===== config.mk =====
export PLATFORM = sky130hd
export DESIGN_NAME = servo_sync_write_framer
export DESIGN_NICKNAME = d
export VERILOG_FILES = /design/src/rtl/ssw_pkg.sv /design/src/rtl/ssw_front.sv /design/src/rtl/ssw_queue.sv /design/src/rtl/ssw_back.sv /design/src/rtl/servo_sync_write_framer.sv
export SDC_FILE = /design/constraint.sdc
export NUM_CORES = 1
export LEC_CHECK = 0
export BUFFER_PORTS_ARGS = -buffer_cell sky130_fd_sc_hd__buf_4
export CORE_MARGIN = 2
export CORE_UTILIZATION = 50
export CTS_CLUSTER_DIAMETER = 150
export DETAILED_ROUTE_END_ITERATION = 10
export GPL_TIMING_DRIVEN = 0
export PLACE_DENSITY = 0.79
export SLEW_MARGIN = 20
export SYNTH_ARGS = -nofsm -noshare
export SYNTH_HDL_FRONTEND = slang
export SYNTH_SLANG_ARGS = --single-unit

===== constraint.sdc =====
create_clock -name clk_i -period 12.3 [get_ports clk_i]
set_clock_uncertainty 0.15 [all_clocks]
set_input_delay 2.46 -clock clk_i [delete_from_list [all_inputs] [get_ports clk_i]]
set_output_delay 2.46 -clock clk_i [all_outputs]
set_load 0.01 [all_outputs]

===== src/rtl/ssw_pkg.sv =====
// Shared types and constants for the sync-write packet framer.
package ssw_pkg;

  // Packet framing bytes
  localparam logic [7:0] HDR_BYTE  = 8'hFF;
  localparam logic [7:0] BCAST_ID  = 8'hFE;
  localparam logic [7:0] START_ADDR = 8'h1E;
  localparam logic [7:0] DATA_LEN  = 8'h02;

  // Servo count limits
  localparam logic [6:0] MAX_COUNT = 7'd83;
  localparam logic [6:0] MIN_COUNT = 7'd1;

  // Configuration register indexes
  localparam int unsigned CFG_IDX_W = 1;
  localparam logic [CFG_IDX_W-1:0] REG_SERVO_COUNT = 1'd0;
  localparam logic [CFG_IDX_W-1:0] REG_INSTR_CODE  = 1'd1;

  // Register reset values
  localparam logic [6:0] COUNT_RST = 7'd1;
  localparam logic [7:0] INSTR_RST = 8'h83;

  // Default depth of the queue between front and back
  localparam int unsigned QUEUE_DEPTH = 2;

  // Byte positions within one entry's burst
  localparam logic [3:0] STEP_HDR0  = 4'd0;
  localparam logic [3:0] STEP_HDR1  = 4'd1;
  localparam logic [3:0] STEP_BCAST = 4'd2;
  localparam logic [3:0] STEP_LEN   = 4'd3;
  localparam logic [3:0] STEP_INSTR = 4'd4;
  localparam logic [3:0] STEP_ADDR  = 4'd5;
  localparam logic [3:0] STEP_DLEN  = 4'd6;
  localparam logic [3:0] STEP_ID    = 4'd7;
  localparam logic [3:0] STEP_POSL  = 4'd8;
  localparam logic [3:0] STEP_POSH  = 4'd9;
  localparam logic [3:0] STEP_CSUM  = 4'd10;

  // One classified entry, handed from front to back
  typedef struct packed {
    logic [7:0]  servo_id;
    logic [15:0] goal_position;
    logic        first;
    logic        last;
    logic [7:0]  len_byte;
    logic [7:0]  instr;
  } cmd_t;

endpackage


===== src/rtl/ssw_front.sv =====
// Front end: configuration registers, entry accept and packet classification.
module ssw_front (
  input  logic                          clk_i,
  input  logic                          rst_ni,
  // configuration writes
  input  logic                          cfg_valid_i,
  output logic                          cfg_ready_o,
  input  logic [ssw_pkg::CFG_IDX_W-1:0] cfg_index_i,
  input  logic [7:0]                    cfg_data_i,
  // entry stream
  input  logic                          in_valid_i,
  output logic                          in_ready_o,
  input  logic [7:0]                    servo_id_i,
  input  logic [15:0]                   goal_position_i,
  // queue push side
  input  logic                          q_full_i,
  output logic                          q_push_o,
  output ssw_pkg::cmd_t                 q_cmd_o
);

  logic [6:0] servo_count_q;
  logic [7:0] instr_code_q;
  logic [6:0] entry_idx_q, entry_idx_d;
  logic [6:0] count_eff;
  logic [7:0] idx_inc;
  logic [7:0] len_byte;
  logic       is_first, is_last;

  assign cfg_ready_o = 1'b1;
  assign in_ready_o  = !q_full_i;
  assign q_push_o    = in_valid_i && !q_full_i;

  // Clamp count into the legal range
  always_comb begin
    if (servo_count_q == 7'd0) begin
      count_eff = ssw_pkg::MIN_COUNT;
    end else if (servo_count_q > ssw_pkg::MAX_COUNT) begin
      count_eff = ssw_pkg::MAX_COUNT;
    end else begin
      count_eff = servo_count_q;
    end
  end

  // Length byte 3*count+4; at most 253
  assign len_byte = {count_eff, 1'b0} + {1'b0, count_eff} + 8'd4;

  // Classify the entry
  assign idx_inc  = {1'b0, entry_idx_q} + 8'd1;
  assign is_first = (entry_idx_q == 7'd0);
  assign is_last  = (idx_inc >= {1'b0, count_eff});
  assign entry_idx_d = is_last ? 7'd0 : idx_inc[6:0];

  always_comb begin
    q_cmd_o.servo_id      = servo_id_i;
    q_cmd_o.goal_position = goal_position_i;
    q_cmd_o.first         = is_first;
    q_cmd_o.last          = is_last;
    q_cmd_o.len_byte      = len_byte;
    q_cmd_o.instr         = instr_code_q;
  end

  // Registers and entry position
  always_ff @(posedge clk_i or negedge rst_ni) begin
    if (!rst_ni) begin
      servo_count_q <= ssw_pkg::COUNT_RST;
      instr_code_q  <= ssw_pkg::INSTR_RST;
      entry_idx_q   <= 7'd0;
    end else begin
      if (cfg_valid_i) begin
        unique case (cfg_index_i)
          ssw_pkg::REG_SERVO_COUNT: servo_count_q <= cfg_data_i[6:0];
          ssw_pkg::REG_INSTR_CODE:  instr_code_q  <= cfg_data_i;
          default: ;
        endcase
      end
      if (q_push_o) begin
        entry_idx_q <= entry_idx_d;
      end
    end
  end

endmodule


===== src/rtl/ssw_queue.sv =====
// Short queue of classified entries between front and back.
module ssw_queue #(
  parameter int unsigned Depth = ssw_pkg::QUEUE_DEPTH
) (
  input  logic          clk_i,
  input  logic          rst_ni,
  input  logic          push_i,
  input  ssw_pkg::cmd_t push_cmd_i,
  output logic          full_o,
  input  logic          pop_i,
  output logic          empty_o,
  output ssw_pkg::cmd_t head_o
);

  localparam int unsigned PtrW = (Depth > 1) ? $clog2(Depth) : 1;
  localparam int unsigned CntW = $clog2(Depth + 1);
  localparam logic [PtrW-1:0] LastPtr = PtrW'(Depth - 1);
  localparam logic [CntW-1:0] FullCnt = CntW'(Depth);

  ssw_pkg::cmd_t   mem_q [Depth];
  logic [PtrW-1:0] wr_ptr_q, rd_ptr_q;
  logic [CntW-1:0] cnt_q;
  logic            do_push, do_pop;

  assign full_o  = (cnt_q == FullCnt);
  assign empty_o = (cnt_q == '0);
  assign do_push = push_i && !full_o;
  assign do_pop  = pop_i && !empty_o;
  assign head_o  = mem_q[rd_ptr_q];

  // Entry storage
  always_ff @(posedge clk_i) begin
    if (do_push) begin
      mem_q[wr_ptr_q] <= push_cmd_i;
    end
  end

  // Pointers and fill count
  always_ff @(posedge clk_i or negedge rst_ni) begin
    if (!rst_ni) begin
      wr_ptr_q <= '0;
      rd_ptr_q <= '0;
      cnt_q    <= '0;
    end else begin
      if (do_push) begin
        wr_ptr_q <= (wr_ptr_q == LastPtr) ? '0 : wr_ptr_q + PtrW'(1);
      end
      if (do_pop) begin
        rd_ptr_q <= (rd_ptr_q == LastPtr) ? '0 : rd_ptr_q + PtrW'(1);
      end
      if (do_push && !do_pop) begin
        cnt_q <= cnt_q + CntW'(1);
      end else if (do_pop && !do_push) begin
        cnt_q <= cnt_q - CntW'(1);
      end
    end
  end

endmodule


===== src/rtl/ssw_back.sv =====
// Back end: byte sequencer, checksum accumulator and output register.
module ssw_back (
  input  logic          clk_i,
  input  logic          rst_ni,
  // queue pop side
  input  logic          q_empty_i,
  input  ssw_pkg::cmd_t q_head_i,
  output logic          q_pop_o,
  // byte stream
  output logic          out_valid_o,
  input  logic          out_ready_i,
  output logic [7:0]    tx_byte_o,
  output logic          packet_end_o
);

  logic [3:0] step_q, step_d;
  logic [3:0] cur_step;
  logic [7:0] sum_q, sum_d;
  logic [7:0] cur_byte;
  logic       emit;
  logic       entry_done;
  logic       out_valid_q;
  logic [7:0] byte_q;
  logic       end_q;

  // Later entries of a packet skip the header
  assign cur_step = (step_q == ssw_pkg::STEP_HDR0 && !q_head_i.first) ?
                    ssw_pkg::STEP_ID : step_q;

  assign emit = !q_empty_i && (!out_valid_q || out_ready_i);

  // Byte select
  always_comb begin
    unique case (cur_step) inside
      ssw_pkg::STEP_HDR0,
      ssw_pkg::STEP_HDR1:  cur_byte = ssw_pkg::HDR_BYTE;
      ssw_pkg::STEP_BCAST: cur_byte = ssw_pkg::BCAST_ID;
      ssw_pkg::STEP_LEN:   cur_byte = q_head_i.len_byte;
      ssw_pkg::STEP_INSTR: cur_byte = q_head_i.instr;
      ssw_pkg::STEP_ADDR:  cur_byte = ssw_pkg::START_ADDR;
      ssw_pkg::STEP_DLEN:  cur_byte = ssw_pkg::DATA_LEN;
      ssw_pkg::STEP_ID:    cur_byte = q_head_i.servo_id;
      ssw_pkg::STEP_POSL:  cur_byte = q_head_i.goal_position[7:0];
      ssw_pkg::STEP_POSH:  cur_byte = q_head_i.goal_position[15:8];
      ssw_pkg::STEP_CSUM:  cur_byte = ~sum_q;
      default:             cur_byte = ssw_pkg::HDR_BYTE;
    endcase
  end

  // Entry finishes on its high position byte, or on the checksum
  assign entry_done = (cur_step == ssw_pkg::STEP_CSUM) ||
                      (cur_step == ssw_pkg::STEP_POSH && !q_head_i.last);
  assign q_pop_o    = emit && entry_done;
  assign step_d     = entry_done ? ssw_pkg::STEP_HDR0 : cur_step + 4'd1;

  // Checksum restarts at the broadcast ID
  always_comb begin
    if (cur_step == ssw_pkg::STEP_BCAST) begin
      sum_d = ssw_pkg::BCAST_ID;
    end else if (cur_step >= ssw_pkg::STEP_LEN && cur_step <= ssw_pkg::STEP_POSH) begin
      sum_d = sum_q + cur_byte;
    end else begin
      sum_d = sum_q;
    end
  end

  // Sequencer state and output register
  always_ff @(posedge clk_i or negedge rst_ni) begin
    if (!rst_ni) begin
      step_q      <= ssw_pkg::STEP_HDR0;
      sum_q       <= 8'd0;
      out_valid_q <= 1'b0;
    end else begin
      if (emit) begin
        step_q      <= step_d;
        sum_q       <= sum_d;
        out_valid_q <= 1'b1;
      end else if (out_ready_i) begin
        out_valid_q <= 1'b0;
      end
    end
  end

  always_ff @(posedge clk_i) begin
    if (emit) begin
      byte_q <= cur_byte;
      end_q  <= (cur_step == ssw_pkg::STEP_CSUM);
    end
  end

  assign out_valid_o  = out_valid_q;
  assign tx_byte_o    = byte_q;
  assign packet_end_o = end_q;

endmodule


===== src/rtl/servo_sync_write_framer.sv =====
// Top level of the sync-write packet framer.
//
//  channel  | dir | handshake               | payload
//  ---------+-----+-------------------------+----------------------------------------
//  s_axis   | in  | tvalid/tready           | tdata[7:0] servo_id, [23:8] goal_position
//  m_axis   | out | tvalid/tready           | tdata[7:0] tx_byte, tlast packet_end
//  cfg      | in  | valid/ready             | index 0 servo_count, 1 instruction_code
//
// One byte leaves per cycle from the output register while m_axis is ready and
// the queue holds an entry. A packet's first entry yields 10 bytes (11 if it
// also closes the packet), later entries 3, the closing entry 4, from the byte sequencer.
// The queue takes new entries while the back end works; ready drops only when
// it is full. Reset is asynchronous, active low, and needs no clearing pass.
// A stall on m_axis holds the output byte and backs up into the queue.
module servo_sync_write_framer #(
  parameter int unsigned QueueDepth = ssw_pkg::QUEUE_DEPTH
) (
  input  logic                          clk_i,
  input  logic                          rst_ni,
  // entry stream
  input  logic                          s_axis_tvalid_i,
  output logic                          s_axis_tready_o,
  input  logic [23:0]                   s_axis_tdata_i,  // [7:0] servo_id, [23:8] goal_position
  // byte stream
  output logic                          m_axis_tvalid_o,
  input  logic                          m_axis_tready_i,
  output logic [7:0]                    m_axis_tdata_o,  // [7:0] tx_byte
  output logic                          m_axis_tlast_o,  // packet_end
  // configuration writes
  input  logic                          cfg_valid_i,
  output logic                          cfg_ready_o,
  input  logic [ssw_pkg::CFG_IDX_W-1:0] cfg_index_i,
  input  logic [7:0]                    cfg_data_i
);

  logic          q_push, q_full, q_pop, q_empty;
  ssw_pkg::cmd_t push_cmd, head_cmd;

  // Accept and classify
  ssw_front u_front (
    .clk_i           (clk_i),
    .rst_ni          (rst_ni),
    .cfg_valid_i     (cfg_valid_i),
    .cfg_ready_o     (cfg_ready_o),
    .cfg_index_i     (cfg_index_i),
    .cfg_data_i      (cfg_data_i),
    .in_valid_i      (s_axis_tvalid_i),
    .in_ready_o      (s_axis_tready_o),
    .servo_id_i      (s_axis_tdata_i[7:0]),
    .goal_position_i (s_axis_tdata_i[23:8]),
    .q_full_i        (q_full),
    .q_push_o        (q_push),
    .q_cmd_o         (push_cmd)
  );

  // Entry queue
  ssw_queue #(
    .Depth (QueueDepth)
  ) u_queue (
    .clk_i      (clk_i),
    .rst_ni     (rst_ni),
    .push_i     (q_push),
    .push_cmd_i (push_cmd),
    .full_o     (q_full),
    .pop_i      (q_pop),
    .empty_o    (q_empty),
    .head_o     (head_cmd)
  );

  // Byte sequencer
  ssw_back u_back (
    .clk_i        (clk_i),
    .rst_ni       (rst_ni),
    .q_empty_i    (q_empty),
    .q_head_i     (head_cmd),
    .q_pop_o      (q_pop),
    .out_valid_o  (m_axis_tvalid_o),
    .out_ready_i  (m_axis_tready_i),
    .tx_byte_o    (m_axis_tdata_o),
    .packet_end_o (m_axis_tlast_o)
  );

endmodule


[Yosys cells after proc, flatten, opt, wreduce, memory -nomap -nowiden]
Memories as Yosys holds them, arrays and structs flattened.
Cells that the tools add are included.
Cells by class
  $lt $le $gt $ge: 4
  reduce and logical (&&, ||, !) cells: 29
  add/subtract/negate cells: 9
  equal/unequal tests: 10
  bitwise operators: 2
  muxes and demuxes: 16
Operator list (number)
  $pmux 8 s9: 1
  $mux 7: 3
  $eq 4x3->1 const B: 4
  $mux 8: 2
  $logic_not 7->1: 2
  $eq 4x4->1 const B: 3
  $logic_and 1x1->1: 10
  $add 7x1->8 const B: 1
  $add 8x3->8 const B: 1
  $add 8x7->8: 1
  $add 8x8->8: 1
  $eq 4x2->1 const B: 2
  $ge 8x7->1: 1
  $mux 4: 2
  $not 8->8: 1
  $gt 7x7->1 const B: 1
  $logic_not 1->1: 7
  $mux 1: 6
  $reduce_and 2->1: 3
  $reduce_bool 2->1: 3
  $add 4x1->4 const B: 1
  $ge 4x2->1 const B: 1
  $le 4x4->1 const B: 1
  $logic_not 4->1: 1
  other kinds (8): 11
Word-level totals
  memories kept: 1
  bits of input ports: 38
  RAM bits: 84
  register bits after elaboration: 48
  output and inout bits: 12
Memory list
  u_queue.mem_q: depth 2, width 42, read ports 1, clocked after memory_dff 0, write ports 1, line ssw_queue.sv:20  | ssw_pkg::cmd_t mem_q [Depth];

[Logic depth before layout (Yosys ltp)]
Gate-level depths: netlist of the first run.
An unclocked memory read counts as a cell.
  word-level depth: 12
  depth in mapped cells: 17
  gate-level depth less buffers: 17

[Modules after synthesis]
From an unflattened synthesis of the first run, not the netlist that was laid out.
Second synthesis, totals
  cell total of the unflattened synthesis: 503
  area, all modules: 6801.5 um^2
By module, submodules not included
  ssw_queue: area each 3429.5 um^2, cells an instance 150, seq. area each 2622.5 um^2, times used 1
  ssw_front: area each 1714.1 um^2, cells an instance 178, seq. area each 555.5 um^2, times used 1
  ssw_back: area each 1657.8 um^2, cells an instance 175, seq. area each 595.6 um^2, times used 1

[Worst setup path after synthesis of the first run]
OpenSTA, ideal clock, no wires.
  kind: input to register
  start point: in s_axis_tvalid_i
  end point: mem u_queue.mem_q[0][0] (netlist name), enable pin
  path buffers: 0
  slack: 7.293 ns
  data arrival time: 4.415 ns
  cell stages on the path: 2
  library setup time: 0.442 ns
  cells stage by stage: nand2_1 -> nor2_1
On the way
  longest elaborated chain between the ends: 4
Ends and longest elaborated chain
  from (decl): line servo_sync_write_framer.sv:21  | input logic s_axis_tvalid_i,
  $logic_and 1x1->1: line ssw_front.sv:31  | assign q_push_o = in_valid_i && !q_full_i;
  $logic_and 1x1->1: line ssw_queue.sv:27  | assign do_push = push_i && !full_o;
  $mux 1: line ssw_queue.sv:33  | if (do_push) begin
  $mux 1 (implied by the code): line ssw_queue.sv:34  | mem_q[wr_ptr_q] <= push_cmd_i;
  to (decl): line ssw_queue.sv:20
Every way passes these cells.

[Worst setup path in the final report of the first run]
  start point: reg u_queue.rd_ptr_q
  end point: reg u_back.sum_q[7]
On the way
  longest elaborated chain between the ends: 9
  elaborated cells on any way between the ends: 22
Ends and longest elaborated chain
  from (decl): line ssw_queue.sv:21  | logic [PtrW-1:0] wr_ptr_q, rd_ptr_q;
  from (signal assigned): line ssw_queue.sv:49  | rd_ptr_q <= (rd_ptr_q == LastPtr) ? '0 : rd_ptr_q + PtrW'(1);
  $mem_v2 2x42 *
  $logic_not 1->1: line ssw_back.sv:27  | assign cur_step = (step_q == ssw_pkg::STEP_HDR0 && !q_head_i.first) ?
  $logic_and 1x1->1: line ssw_back.sv:27
  $mux 4: line ssw_back.sv:27
  $eq 4x4->1 (no source line) (tied with other cells)
  $pmux 8 s9 *: line ssw_back.sv:34  | unique case (cur_step) inside
  via u_back.cur_byte[1]: line ssw_back.sv:19  | logic [7:0] cur_byte;
  $add 8x8->8 *: line ssw_back.sv:61  | sum_d = sum_q + cur_byte;
  $mux 8 *: line ssw_back.sv:60  | end else if (cur_step >= ssw_pkg::STEP_LEN && cur_step <= ssw_pkg::STEP_POSH) begin
  $mux 8 *: line ssw_back.sv:58  | if (cur_step == ssw_pkg::STEP_BCAST) begin
  to (signal assigned): line ssw_back.sv:76  | sum_q <= sum_d;
  to (decl): line ssw_back.sv:18  | logic [7:0] sum_q, sum_d;
The timed path passes the listed nets; every way through them passes the cells marked *. The select of a mux whose other input is x is not followed.
A chain may end at the register's enable or synchronous reset.

==> results of run 1 <==
-- layout make-up --
cell class / count / area, um2 / share of cell area [%]
clock inverters: 12 / 154 / 2.04
clock buffers: 20 / 447 / 5.92
flip-flops and latches: 132 / 3770 / 50.0
plain buffers: 15 / 78.8 / 1.04
inverters: 34 / 128 / 1.69
repair buffers: 50 / 415 / 5.50
well taps: 172 / 215 / 2.85
multi-input cells: 298 / 2340 / 31.0
-- metal layers --
metal / vias to the layer above / track usage [%] / share of wire [%]
li1: 1938 / - / -
met1: 2039 / 25.8 / 43
met2: 127 / 34.4 / 50
met3: 24 / 6.02 / 5.2
met4: 0 / 7.78 / 1.9
met5: - / 0 / 0
-- worst max-delay path by stage --
stage	to	slack, ns	cells after the start
after floorplan	u_queue.mem_q[0][0]$_DFFE_PP_	7.29	2
after global placement	u_queue.mem_q[0][21]$_DFFE_PP_	6.30	3
after detailed placement	u_back.sum_q[7]$_DFFE_PN0P_	7.51	14
after CTS	u_back.sum_q[7]$_DFFE_PN0P_	7.48	14
after global routing	u_back.sum_q[7]$_DFFE_PN0P_	7.21	14
final	u_back.sum_q[7]$_DFFE_PN0P_	7.42	14
-- through the flow --
stage	util [%]	setup slack, ns	area (um2)	cells
5_1_grt	60.6	7.21	7550	733
3_3_place_gp	55.2	6.30	6880	699
3_5_place_dp	55.8	7.51	6950	701
6_report	60.6	7.42	7550	733
4_1_cts	60.6	7.48	7550	733
2_1_floorplan	-	7.29	6300	479
-- registers in the layout, summed over array words and instances, names as in the netlist, 2 cells and up --
name and count:
u_back.step_q 4, u_back.sum_q 8, u_back.tx_byte_o 8, u_front.entry_idx_q 7, u_front.instr_code_q 8, u_front.servo_count_q 7
u_queue.cnt_q 2, u_queue.mem_q 84
-- worst max-delay path, delay by kind of cell (launching register included) --
kind | cells | cell delay, ns
muxes | 1 | 0.32
DFF | 1 | 0.35
adders and majority gates | 1 | 0.37
buffers and inverters | 3 | 1.32
and+or+nand+nor | 3 | 0.70
AOI/OAI and AO/OA | 6 | 1.55
-- power by group --
part	total [W]	leakage, nW	switching (W)	internal (W)
combinational	0.00102	1.44	0.000586	0.000436
clock	0.000510	0.286	0.000186	0.000324
sequential	0.000716	1.33	0.0000621	0.000654
-- kinds of logic (layout without fill, tap and decap cells) --
group / count (synthesis) / count (layout) / synth area share [%]
AO/OA/AOI/OAI: 100 / 100 / 11.0
XOR/XNOR: 19 / 19 / 2.64
adder cells (fa/ha/maj): 34 / 34 / 6.99
buffers and inverters: 49 / 131 / 3.27
flip-flops: 132 / 132 / 59.9
multiplexers: 50 / 50 / 8.53
other: 1 / 1 / 0.0595
AND/OR/NAND/NOR: 94 / 94 / 7.64
-- cell usage in the layout, fill, tap and decap left out, drive strengths merged, types with 7 or more instances in the layout --
cell type / instances
a211oi: 7
a21oi: 18
buf: 59
clkbuf: 26
dfrtp: 35
edfxtp: 93
ha: 32
inv: 35
mux2: 27
mux2i: 23
nand2: 22
nand3: 15
nor2: 26
o21ai: 16
o22a: 7
o22ai: 14
xnor2: 12
xor2: 7
==> flow_summary_export.csv, run 1 <==
group,metric,value,unit
die,die_w,116,um
yosys,async_reset_ff_share,29.5,%
timing,relSlewSlack,24.0,%
worst_setup_path,rr_worst_depth,14,
global_routing,grt_max_degree,40,
clock_network,htree_num_levels,4,
die,rows,41,
layout,areaGrowthSynthToFinish,19.8,%
clock_network,postCtsSetupBuffers,0,
clock_network,cts_tree,"built",
worst_setup_path,cp-startpoint,"u_queue.rd_ptr_q$_DFFE_PN0P_",
global_routing,grt_pass1_wl,20.9,mm
route,antenna_left,0,
worst_setup_path,start_kind,"flop",
clock_network,ctsHoldBuffers,0,
route,wirelength,13.1,mm
yosys,synth_fp_nets,551,
global_routing,track_usage,20.7,%
power_and_ir_drop,total_power,0.00225,W
min_path,hold_path.class,"reg2reg",
yosys,ys_types,66,
placement,gp_congestion,0.867,
timing,hold_violations,0,
worst_setup_path,ff2ff_setup_slack,7.42,ns
yosys,ys_seq_area_share,59.9,%
worst_setup_path,cp_max_fo,10,
worst_setup_path,cp_slowest_cell,"buf_1",
timing,fmax,0.205,GHz
worst_setup_path,cp-end-kind,"flop",
route,num_vias,4128,
yosys,synth_seq_cells,132,
run_status,status,"finished, final reports clean",
die,core,12500,um2
yosys,yosysTopAreaCellShare,44.3,%
job,maxCapViolCount,0,
die,start_util,50.6,%
die,dieArea,13500,um2
placement,port_buffers,48,
worst_setup_path,critPathArrivalTime,5.04,ns
min_path,hp-start,"u_front.instr_code_q[4]$_DFFE_PN0P_",
timing,rsz0062_at_grt,"false",
yosys,synth.most_common_cell,"edfxtp_1",
power_and_ir_drop,leakage,3.05,nW
clock_network,cts_resized,0,
clock_network,cts_sinks,132,
worst_setup_path,reg2reg_to,"u_back.sum_q[7]$_DFFE_PN0P_",
layout,num_antenna_cells,0,
route,dr.first_iter.drc_count,227,
die,die_height,116,um
worst_setup_path,crit_type,"reg2reg",
yosys,yosysWarnings,0,
global_routing,antenna_found_initial,0,
yosys,synth.area.top_cells,"edfxtp_1 44%, dfrtp_1 14%, ha_1 6.4%",
timing,min_period_over_period,39.7,%
layout,drive_gt1_share,23.2,%
worst_setup_path,required,12.45,ns
die,ioPinCount,50,
timing,tightest_slew,1.13,ns
worst_setup_path,slowest_delay,0.63,ns
yosys,syn_inst,479,
global_routing,grt_overflow_total,0,
route,viasPerCell,5.63,
worst_setup_path,timing.rr.start,"u_queue.rd_ptr_q$_DFFE_PN0P_",
power_and_ir_drop,power_density,298,nW/um2
clock_network,clockBufferDepth,2,
timing,final.setup.tns,0,ns
layout,finalNetCount,620,
global_routing,grt_pass1_vias,4117,
yosys,synth-main-ff-cell,"edfxtp_1",
route,drc,0,
worst_setup_path,crit_chain,"buf_6, clkbuf_1, buf_1, mux2i_1, o22ai_1, a211oi_1, nand3_1, ha_1, a21oi_1, o211ai_1, o41ai_1, and3b_1, or2_1, o311a_1",
min_path,min_path_cells,0,
yosys,synth_area,6300,um2
route,wl_per_cell,17.8,um
clock_network,cts.reportedPaths.clkPinSlew,0.06,ns
yosys,synth_edf_count,93,
yosys,ys_top_cells_by_count,"93 x edfxtp_1, 35 x dfrtp_1, 34 x inv_1",
placement,dp_hpwl,9.21,mm
clock_network,worstSkewPairLatency,0.42,ns
clock_network,numCtsBuffers,17,
power_and_ir_drop,vdd_drop_max,0.122,mV
timing,setup-violations-final,0,
layout,num-fill-cells,968,
timing,period_needed,4.88,ns
timing,fin_hold_ws,0.328,ns
clock_network,clockRootBuffer,"clkbuf_16",
timing,slew_violations,0,
yosys,syn_avg_cell_area,13.2,um2
route,drt-pass1-iter-count,9,
yosys,yosysTopAreaCell,"edfxtp_1",
min_path,holdPathEnd,"u_queue.mem_q[1][4]$_DFFE_PP_",
(Power assumes the default switching activity.)
==> inputs of run 2 (changes only) <==
- ABC_AREA: unset -> 1
- clock period: 12.3 -> 4.6 ns (I/O delays scaled with it)
==> flow_summary_export.csv, run 2 <==
group,metric,value,unit
run_status,status,"finished, final reports clean",
timing,rsz0062_at_grt,"false",
clock_network,clockBufferDepth,2,
clock_network,cts_resized,0,
global_routing,antenna_found_initial,0,
yosys,syn_avg_cell_area,10.3,um2
worst_setup_path,crit_type,"reg2reg",
layout,finalNetCount,761,
worst_setup_path,crit_buf_inv,4,
yosys,synth.most_common_cell,"nand2_1",
layout,drive_gt1_share,16.7,%
timing,relSlewSlack,53.7,%
yosys,synth_area,6400,um2
die,rows,41,
global_routing,grt_pass1_wl,22.6,mm
timing,final.setup.tns,0,ns
worst_setup_path,critPathArrivalTime,4.06,ns
worst_setup_path,start_kind,"flop",
yosys,ys_types,48,
die,start_util,50.9,%
layout,largest_reg_flops,84,
layout,num_antenna_cells,0,
global_routing,grt_overflow_total,0,
worst_setup_path,slowest_delay,0.48,ns
global_routing,grt_max_degree,40,
route,antenna_left,0,
die,ioPinCount,50,
yosys,yosysWarnings,0,
job,maxCapViolCount,0,
power_and_ir_drop,leakage,3.35,nW
global_routing,track_usage,22.1,%
timing,setup-violations-final,0,
die,die_height,117,um
yosys,synth-main-ff-cell,"edfxtp_1",
timing,tightest_slew,0.678,ns
clock_network,cts_tree,"built",
route,drt-pass1-iter-count,7,
route,wl_per_cell,15.9,um
yosys,async_reset_ff_share,29.5,%
layout,layout_common_cells,"152 x nand2_1, 93 x edfxtp_1, 74 x inv_1",
timing,slew_violations,0,
clock_network,numCtsBuffers,17,
clock_network,worstSkewPairLatency,0.43,ns
power_and_ir_drop,power_density,769,nW/um2
clock_network,ctsHoldBuffers,0,
worst_setup_path,cp_slowest_cell,"dfrtp_1",
yosys,ys_seq_area_share,59.0,%
clock_network,postCtsSetupBuffers,0,
placement,port_buffers,48,
route,num_vias,4666,
yosys,synth_seq_cells,132,
yosys,synth_fp_nets,692,
yosys,yosysTopAreaCellShare,43.6,%
die,die_w,117,um
placement,gp_congestion,0.885,
global_routing,grt_pass1_vias,4706,
min_path,hold_path.class,"in2async",
layout,utilization,60.7,%
yosys,synth_edf_count,93,
yosys,yosysTopAreaCell,"edfxtp_1",
die,dieArea,13700,um2
clock_network,clockRootBuffer,"clkbuf_16",
worst_setup_path,required,4.79,ns
timing,fmax,0.258,GHz
worst_setup_path,crit_chain,"inv_2, clkbuf_1, clkbuf_1, nor2_1, nor2_1, nand2_1, o2111ai_1, nor4_1, nand3_1, ha_1, a21o_1, a31oi_1, inv_1, a21oi_1, o21ai_0, xnor2_1, a21oi_1",
die,core,12600,um2
route,wirelength,13.9,mm
timing,period_needed,3.87,ns
clock_network,htree_num_levels,4,
clock_network,cts_sinks,132,
layout,regMostFlops,"u_queue.mem_q",
yosys,synth.area.top_cells,"edfxtp_1 44%, dfrtp_1 14%, nand2_1 8.9%",
yosys,syn_inst,620,
timing,min_period_over_period,84.2,%
yosys,ys_top_cells_by_count,"152 x nand2_1, 93 x edfxtp_1, 74 x inv_1",
route,dr.first_iter.drc_count,344,
layout,areaGrowthSynthToFinish,19.1,%
timing,hold_violations,0,
route,drc,0,
worst_setup_path,path_delay_family,"compound AO/OA/AOI/OAI gates",
worst_setup_path,cp-end-kind,"flop",
placement,dp_hpwl,9.85,mm
clock_network,cts.reportedPaths.clkPinSlew,0.06,ns
worst_setup_path,cp_max_fo,10,
route,viasPerCell,5.34,
power_and_ir_drop,vdd_drop_max,0.295,mV
layout,layout_commonest_cell,"nand2_1",
## run 2: cell count changes after synthesis, sizes merged, moves of 16 or more
cell   change
a21oi     +22
inv       +45
mux2      -26
mux2i     -23
nand2    +138
o21ai     +16
## run 2: area by class of cell
cell class / count / area [um2]
timing repair buffer: 50 / 400
sequential: 132 / 3770
buffer: 14 / 57.6
multi-input combinational: 394 / 2280
clock inverter: 15 / 169
tap: 172 / 215
fill: 975 / 4940
clock buffer: 17 / 425
inverter: 80 / 302
## run 2: worst reg2reg max path, stage by stage (launching register included)
cell       delay, ns
dfrtp_1         0.48
inv_2           0.11
clkbuf_1        0.29
clkbuf_1        0.31
nor2_1          0.15
nor2_1          0.05
nand2_1         0.10
o2111ai_1       0.15
nor4_1          0.38
nand3_1         0.25
ha_1            0.25
a21o_1          0.15
a31oi_1         0.30
inv_1           0.08
a21oi_1         0.15
o21ai_0         0.12
xnor2_1         0.14
a21oi_1         0.17
## run 2: report_power, final
group / leakage (nW) / internal, W / switching, W
logic: 1.73 / 0.000934 / 0.00165
registers: 1.33 / 0.00175 / 0.000185
clock network: 0.283 / 0.000810 / 0.000544
total: 3.35 / 0.00349 / 0.00238
## run 2: final timing paths
kind / start / endpoint / slack (ns) / depth (start not counted)
worst max-delay path: u_queue.rd_ptr_q$_DFFE_PN0P_ / u_back.sum_q[5]$_DFFE_PN0P_ / 0.73 / 17
worst min-delay path: rst_ni / u_back.step_q[3]$_DFFE_PN0P_ / 0.31 / 1
worst max register to register: u_queue.rd_ptr_q$_DFFE_PN0P_ / u_back.sum_q[5]$_DFFE_PN0P_ / 0.73 / 17
worst min register to register: u_front.instr_code_q[2]$_DFFE_PN0P_ / u_queue.mem_q[1][2]$_DFFE_PP_ / 0.34 / 0
max in group asynchronous: rst_ni / u_front.instr_code_q[7]$_DFFE_PN1P_ / 3.58 / 1
min in group clk_i: u_front.instr_code_q[2]$_DFFE_PN0P_ / u_queue.mem_q[1][2]$_DFFE_PP_ / 0.34 / 0
## run 2: logic make-up after synthesis
kind of cell | Yosys count | synth area share [%]
AND/OR/NAND/NOR | 246 | 17.2
flip-flops | 132 | 59.0
AO/OA/AOI/OAI | 95 | 8.84
buffers and inverters | 94 | 5.61
adder cells (fa/ha/maj) | 34 | 6.88
XOR/XNOR | 17 | 2.33
other | 1 | 0.0586
multiplexers | 1 | 0.176
## run 2: metrics by stage
| step | instances | power, W | hold slack, ns | worst slack [ns] | cell area, um2 |
|---|---|---|---|---|---|
| after floorplan | 620 | 0.00376 | 0.292 | 1.19 | 6400 |
| after CTS | 874 | 0.00587 | 0.327 | 0.853 | 7630 |
| after global routing | 874 | 0.00628 | 0.363 | 0.406 | 7630 |
| after global placement | 840 | 0.00432 | 0.307 | 0.278 | 6980 |
| after detailed placement | 842 | 0.00448 | 0.332 | 0.915 | 7030 |
| final | 874 | 0.00587 | 0.311 | 0.729 | 7630 |
## run 2: routing by layer
layer | routed length [um] | track usage [%]
met3 | 797 | 5.46
met1 | 5570 | 26.7
met5 | 0 | 0
met4 | 423 | 10.6
met2 | 7080 | 37.2
